File: src/hdl/mep_pkg.sv
// Shared types, constants and helpers for the Mandelbrot escape-time pixel block.
// No dependencies; imported by every module under hdl.
`default_nettype none

package mep_pkg;

  localparam int unsigned PIX_W     = 9;
  localparam int unsigned ITER_W    = 10;
  localparam int unsigned COLOR_W   = 32;
  localparam int unsigned DATA_W    = 32;
  localparam int unsigned SPAN_W    = 31;
  localparam int unsigned CFG_IDX_W = 2;

  // View is 512 pixels across: r*2*idx/512 is (r*idx) >> 8.
  localparam int unsigned MAP_SHIFT = 8;

  localparam logic [SPAN_W-1:0]  SPAN_RESET   = 31'd536870912;
  localparam logic [31:0]        ESCAPE_LIMIT = 32'h4000_0000;
  localparam logic [30:0]        SQ_SAT       = 31'h7FFF_FFFF;
  localparam logic [COLOR_W-1:0] ALPHA_OPAQUE = 32'hFF00_0000;
  localparam logic [5:0]         HUE_M_LAST   = 6'd59;
  localparam logic [2:0]         SECTOR_LAST  = 3'd5;

  typedef enum logic [CFG_IDX_W-1:0] {
    CFG_CENTER_RE = 2'd0,
    CFG_CENTER_IM = 2'd1,
    CFG_HALF_SPAN = 2'd2
  } cfg_reg_e;

  typedef enum logic {
    MUL_MAP  = 1'b0,
    MUL_ITER = 1'b1
  } mul_sel_e;

  typedef struct packed {
    logic [PIX_W-1:0] pixel_col;
    logic [PIX_W-1:0] pixel_row;
  } in_beat_t;

  typedef struct packed {
    logic [ITER_W-1:0]  iter_count;
    logic [COLOR_W-1:0] pixel_color;
  } out_beat_t;

  // Control from the sequencer to the arithmetic unit.
  typedef struct packed {
    mul_sel_e mul_sel;
    logic     mul_en;
    logic     set_c;
    logic     upd_z;
  } step_ctrl_t;

  function automatic logic signed [DATA_W-1:0] sat32(input logic signed [63:0] v);
    logic signed [DATA_W-1:0] r;
    if (v > 64'sd2147483647) begin
      r = 32'sh7FFF_FFFF;
    end else if (v < -64'sd2147483648) begin
      r = 32'sh8000_0000;
    end else begin
      r = v[DATA_W-1:0];
    end
    return r;
  endfunction

endpackage

`default_nettype wire

File: src/hdl/mep_hue_color.sv
// Full-saturation HSV to ARGB colour from hue sector and offset within it.
// Depends on mep_pkg (widths, alpha constant).
`default_nettype none

module mep_hue_color
  import mep_pkg::*;
(
  input  wire logic [2:0]   sector_i,
  input  wire logic [5:0]   hue_m_i,
  input  wire logic         black_i,
  output logic [COLOR_W-1:0] color_o
);

  logic [9:0] t_mul, q_mul;
  logic [5:0] m_rev;
  logic [7:0] t, q, r, g, b;

  // 255/60 = 17/4, so floor scaling is a multiply by 17 and a shift.
  assign m_rev = 6'd60 - hue_m_i;
  assign t_mul = 10'({hue_m_i, 4'd0}) + 10'(hue_m_i);
  assign q_mul = 10'({m_rev, 4'd0}) + 10'(m_rev);
  assign t     = t_mul[9:2];
  assign q     = q_mul[9:2];

  always_comb begin
    case (sector_i)
      3'd0:    begin r = 8'hFF; g = t;     b = 8'h00; end
      3'd1:    begin r = q;     g = 8'hFF; b = 8'h00; end
      3'd2:    begin r = 8'h00; g = 8'hFF; b = t;     end
      3'd3:    begin r = 8'h00; g = q;     b = 8'hFF; end
      3'd4:    begin r = t;     g = 8'h00; b = 8'hFF; end
      default: begin r = 8'hFF; g = 8'h00; b = q;     end
    endcase
  end

  assign color_o = black_i ? ALPHA_OPAQUE : (ALPHA_OPAQUE | {8'h00, r, g, b});

endmodule

`default_nettype wire

File: config.mk
export PLATFORM = sky130hd
export DESIGN_NAME = mep_hue_color
export DESIGN_NICKNAME = d
export VERILOG_FILES = /design/src/hdl/mep_pkg.sv /design/src/hdl/mep_hue_color.sv
export SDC_FILE = /design/constraint.sdc
export NUM_CORES = 1
export LEC_CHECK = 0
export BUFFER_PORTS_ARGS = -buffer_cell sky130_fd_sc_hd__buf_2
export CORE_UTILIZATION = 50
export DETAILED_ROUTE_END_ITERATION = 8
export GPL_ROUTABILITY_DRIVEN = 0
export PLACE_DENSITY = 0.85
export SYNTH_ARGS = -nofsm -noshare
export SYNTH_HDL_FRONTEND = slang
export SYNTH_SLANG_ARGS = --single-unit
File: constraint.sdc
create_clock -name vclk -period 3.3
set_input_delay 0.33 -clock vclk [all_inputs]
set_output_delay 0.33 -clock vclk [all_outputs]
set_load 0.1 [all_outputs]
==> summary.md, run 1 <==
| Metric | Value |
|---|---|
| Status | `finished with violations` |
| Failing checks | `DRC` |
| Setup-failing EPs final | `0` |
| DP Area | `1410 um2` |
| CP Capture Type | `output port` |
| Final antenna-violating net count | `0` |
| Number of sequential cells | `0` |
| VDD IR max | `208 uV` |
| Placed Cells | `168` |
| WP data arrival | `2820 ps` |
| Worst-path fanout max | `5` |
| Syn-to-layout area delta | `62.2%` |
| CP required | `2970 ps` |
| Post-Synth XOR/XNOR Area | `14.0%` |
| Initial Util | `a little under three fifths` |
| Clock buffer count | `0` |
| Die X | `~44 um` |
| Ports | `42` |
| Slowest-stage cell, CP | `fa_1` |
| Synth Area in Simple Gates | `20.4%` |
| Gr ovfl total | `0` |
| Maximum clock frequency | `0.317 GHz` |
| Routed WL | `between 3 and 4 mm` |
| Drt first pass iters | `7` |
| Pwr Density | `between 300 and 400 nW/um2` |
| ANT cells | `0` |
| Via-per-instance ratio | `6.75` |
| Largest net degree at the start of global routing | `35` |
| Main combinational cell family by area after synthesis | `compound AO/OA/AOI/OAI gates` |
| Rows | `14` |
| Die Span Y | `about 44 um` |
| Syn Inst Count | `130` |
| Compound-Gate Fraction of Synth Area | `36.1%` |
| Fraction of layout cells with a size suffix above 1 | `42.5%` |
| Seq/Total Area, Yosys | `0%` |
| Ys Warns | `0` |
| Crit path largest cell delay | `410 ps` |
| Final std cells w/o fill | `169` |
| Remaining routing DRC violations | `2` |
| Unrepaired setup endpoints after global routing | `false` |
| Number of global-route vias before repair | `1069` |
| HPWL Detailed | `2.51 mm` |
| Tcrit/Tclk final | `between 90% and 100%` |
| Core area | `1580 um2` |
| Post-synthesis mux area share | `0%` |
| Max-capacitance violation count | `0` |
| # hold bufs at CTS | `0` |
| Final hold violations | `0` |
| Critical path cell sequence | `buf_2, inv_1, ha_1, nand3b_1, xor2_2, ha_1, inv_1, fa_1, nor3_2, xnor2_2, a221oi_4, buf_12` |
| Slew @ Worst Pin | `860 ps` |
| First-pass GRT wire length | `5.10 mm` |
| HP Class | `in2out` |
| Port Buffer Count | `34` |
| Detailed Route Iter0 Violations | `53` |
| Leakage | `0.558 nW` |
| Adder-Cell Fraction of Synth Area | `between 10 and 15%` |
| Total GRT Usage | `34.9%` |
| Tmin final | `between 3000 and 4000 ps` |
| Drt wl/cell | `19.0 um` |
| Syn_area_per_cell | `6.79 um2` |
| Slew margin rel. | `roughly 42%` |
| Net count, final | `172` |
| Reg area | `0 um2` |
| Via count | `1140` |
| Slew Limit Fails | `0` |
| Yosys cell types | `36` |
| Initial antenna violation count | `0` |
| Die area | `~1900 um2` |
| Post-route cell area | `1430 um2` |
| Startpoint Class | `input pin` |
| Post-Syn Area | `883 um2` |
| Crit Path Class | `in2out` |
cells in the mapped netlist (all sizes together):
library cell	number	share of area, %
buf	11	9.3
or3	1	0.71
nand3	4	2.3
conb	1	0.42
a211o	1	0.99
nor4	1	0.71
clkbuf	11	4.7
nor3	6	4.0
xnor2	8	10
inv	8	3.4
o2111ai	1	0.99
o21a	1	0.85
xor2	4	4.0
nand2	2	0.85
a21o	1	0.85
fa	2	4.5
o31ai	1	0.85
a21oi	8	4.5
a311oi	8	7.9
o21ai	7	5.2
a221oi	5	5.0
or2	1	0.71
nand3b	1	0.85
ha	5	7.1
a211oi	8	6.8
a2111o	1	1.3
nor2b	1	0.71
nor2	19	8.9
o211ai	1	0.85
nand2b	1	0.71
power by group:
part | internal (W) | total, W | switching [W] | leakage, nW
sequential | 0 | 0 | 0 | 0
clock | 0 | 0 | 0 | 0
combinational | 0.000135 | 0.000501 | 0.000366 | 0.558
total | 0.000135 | 0.000501 | 0.000366 | 0.558
what timing repair did:
action                                  4_1_cts  5_1_grt
buffers inserted                              1        0
endpoints found under the setup margin        3        3
pin swaps                                     1        2
gates resized for setup                       2        0
gates cloned                                  0        0
cell families (layout without fill, tap and decap cells):
| kind of cell | Yosys count | count (layout) |
|---|---|---|
| compound gates | 43 | 43 |
| simple gates | 37 | 37 |
| buf+inv | 30 | 46 |
| xor+xnor | 12 | 12 |
| fa+ha+maj | 7 | 7 |
| other cells | 1 | 8 |
cell type report:
type	count	area (um2)
inverters	8	30.0
multi-input cells	107	987
well taps	16	20.0
fillers	67	144
repair buffers	38	395
path summary, 6_finish.rpt:
path              slack, ps  depth (start not counted)     endpoint         from
hold / removal         1180                          3  color_o[19]  sector_i[2]
setup / recovery        150                         12   color_o[6]   hue_m_i[0]
worst max-delay path, delay by kind of cell:
family | cells | cell delay (ps)
adder cells (fa/ha/maj) | 3 | 830
buffers and inverters | 4 | 510
AO/OA/AOI/OAI | 1 | 390
AND/OR/NAND/NOR | 2 | 380
XOR/XNOR | 2 | 370
per-layer routing:
layer  vias up  share of wire, %  track usage [%]
met5         -                 0                0
met4         0               4.2             17.6
met3        16               7.5             2.45
met2        92                53             64.7
met1       529                35             39.8
li1        503                 -                -
cells in the final DEF, fill, tap and decap left out, types with 4 or more instances in the layout:
| cell type | count |
|---|---|
| a311oi_4 | 4 |
| nor2_1 | 17 |
| buf_2 | 21 |
| o21ai_0 | 6 |
| a211oi_2 | 5 |
| ha_1 | 5 |
| inv_1 | 8 |
| nand3_1 | 4 |
| buf_12 | 13 |
| xnor2_1 | 6 |
| buf_4 | 4 |
| nor3_1 | 5 |
| a21oi_1 | 8 |
| conb_1 | 8 |
stage by stage:
| stage | worst slack (ps) | total power (W) | setup TNS (ps) | utilization [%] | hold slack [ps] |
|---|---|---|---|---|---|
| 2_1_floorplan | -535 | 0.000386 | -2350 | - | 1010 |
| 3_3_place_gp | 150 | 0.000478 | 0 | 89.4 | 1180 |
| 3_5_place_dp | -82.2 | 0.000491 | -212 | 89.4 | 1180 |
| 4_1_cts | 97.8 | 0.000497 | 0 | 90.9 | 1180 |
| 5_1_grt | 13.7 | 0.000516 | 0 | 90.9 | 1230 |
| 6_report | 145 | 0.000501 | 0 | 90.9 | 1180 |
No activity file was read; power rests on OpenSTA's default activity.
==> inputs of run 2 (changes only) <==
- CORE_ASPECT_RATIO: default -> 1.2
==> summary.md, run 2 (synthesis gave the netlist of run 1 again) <==
| Metric | Value |
|---|---|
| Gr ovfl total | `0 (unchanged)` |
| Hold Path Cell Cnt | `3 (unchanged)` |
| Startpoint Class | `input pin` |
| Port Buffer Count | `34 (unchanged)` |
| Initial antenna violation count | `0 (unchanged)` |
| First-pass GRT wire length | `3.63 mm (-29%)` |
| Tcrit/Tclk final | `96.9% (+1.3 points)` |
| Drt first pass iters | `4 (-3)` |
| Final hold slack | `1200 ps (+11.5 ps)` |
| Final antenna-violating net count | `0 (unchanged)` |
| Commonest non-fill, non-tap cells in the layout | `21 x buf_2, 17 x nor2_1, 13 x buf_12` |
| Fill count | `74 (+10%)` |
| Initial Util | `53.8% (-2.2 points)` |
| Slew @ Worst Pin | `852 ps (-8.14 ps)` |
| Clock buffer count | `0 (unchanged)` |
| Hold_sp | `sector_i[2]` |
| Reg area | `0 um2 (unchanged)` |
| Largest net degree at the start of global routing | `35 (unchanged)` |
| Syn-to-layout area delta | `63.3%` |
| Net count, final | `173 (+0.58%)` |
| Via-per-instance ratio | `6.30 (-6.6%)` |
| Detailed Route Iter0 Violations | `29 (-45%)` |
| ANT cells | `0 (unchanged)` |
| Slew Limit Fails | `0 (unchanged)` |
| Total GRT Usage | `26.2% (-8.8 points)` |
| Leakage | `0.563 nW (+0.80%)` |
| Unrepaired setup endpoints after global routing | `false` |
| Max-capacitance violation count | `0 (unchanged)` |
| Ports | `42 (unchanged)` |
| VDD IR max | `264 uV (+27%)` |
| Worst-path fanout max | `5 (unchanged)` |
| Pwr Density | `344 nW/um2 (-1.7%)` |
| CP Capture Type | `output port` |
| Via count | `1084 (-4.9%)` |
| Final core utilization | `87.9% (-3.0 points)` |
| Die Span Y | `48.0 um (+9.1%)` |
| Die area | `1940 um2 (about the same)` |
| Most common cell after layout, fill and taps aside | `buf_2` |
| Core area | `1640 um2 (+4.1%)` |
| Remaining routing DRC violations | `0 (-2)` |
| Tmin final | `3200 ps (+42.5 ps)` |
| WP data arrival | `2870 ps (+50 ps)` |
| Status | `finished clean` |
| Number of sequential cells | `0 (unchanged)` |
| Power after layout | `0.000496 W (-1.0%)` |
| Fraction of layout cells with a size suffix above 1 | `42.9% (+0.37 points)` |
| HP Class | `in2out` |
| Crit Path Class | `in2out` |
| Setup-failing EPs final | `0 (unchanged)` |
| Drt wl/cell | `16.2 um (-15%)` |
| Worst Hold End | `color_o[19]` |
| # hold bufs at CTS | `0 (unchanged)` |
| Routed WL | `2.79 mm (-13%)` |
| CP required | `2970 ps (about the same)` |
| Rows | `16 (+2)` |
| Slew margin rel. | `43.0% (+0.54 points)` |
| Number of global-route vias before repair | `872 (-18%)` |
| Die X | `40.4 um (-8.3%)` |
| Final hold violations | `0 (unchanged)` |
| HPWL Detailed | `2.09 mm (-17%)` |
| Maximum clock frequency | `0.313 GHz (-1.3%)` |
[run 2: cell types whose count changed in the layout (fill, tap and decap cells not counted)]
cell and change:
buf_4 +1
[run 2: critical path, cell delays in order]
cell	delay [ps]
buf_2	150
inv_1	60
ha_1	200
nand3b_1	200
xor2_2	230
ha_1	200
inv_1	60
fa_1	420
nor3_2	270
xnor2_2	160
a221oi_4	360
buf_12	210
[run 2: layer usage]
layer,track usage [%],vias up,wire length (um)
met2,52.1,68,1530
met4,3.33,0,11
met3,1.40,6,163
met5,0,-,0
li1,-,503,-
met1,30.2,507,1080
[run 2: report_power, final]
| part | internal [W] | switching, W |
|---|---|---|
| clock | 0 | 0 |
| combinational | 0.000136 | 0.000360 |
| sequential | 0 | 0 |
[run 2: repair_timing]
item	4_1_cts	5_1_grt
resized for setup	0	2
endpoints found under the setup margin	0	4
buffers inserted	0	1
[run 2: area by class of cell]
type	instances	area, um2	share of cell area (%)
timing repair buffer	39	403	27.9
multi-input combinational	107	987	68.4
tap	18	22.5	1.56
inverter	8	30.0	2.08
[run 2: how the worst max path moves through the flow]
stage / start / slack, ps / depth (start not counted) / endpoint
final: hue_m_i[0] / 100 / 12 / color_o[22]
after global routing: hue_m_i[0] / 7 / 12 / color_o[14]
after CTS: hue_m_i[0] / 3 / 12 / color_o[14]
after detailed placement: hue_m_i[0] / 1 / 12 / color_o[14]
after global placement: hue_m_i[0] / 130 / 12 / color_o[14]
after floorplan: hue_m_i[0] / -530 / 10 / color_o[14]
[run 2: stage by stage]
step,instance area [um2],instances,TNS [ps],setup slack [ps]
5_1_grt,1440,172,0,6.80
6_report,1440,172,0,103
3_5_place_dp,1420,171,0,1.23
4_1_cts,1420,171,0,2.57
2_1_floorplan,1130,137,-2350,-535
3_3_place_gp,1420,171,0,135
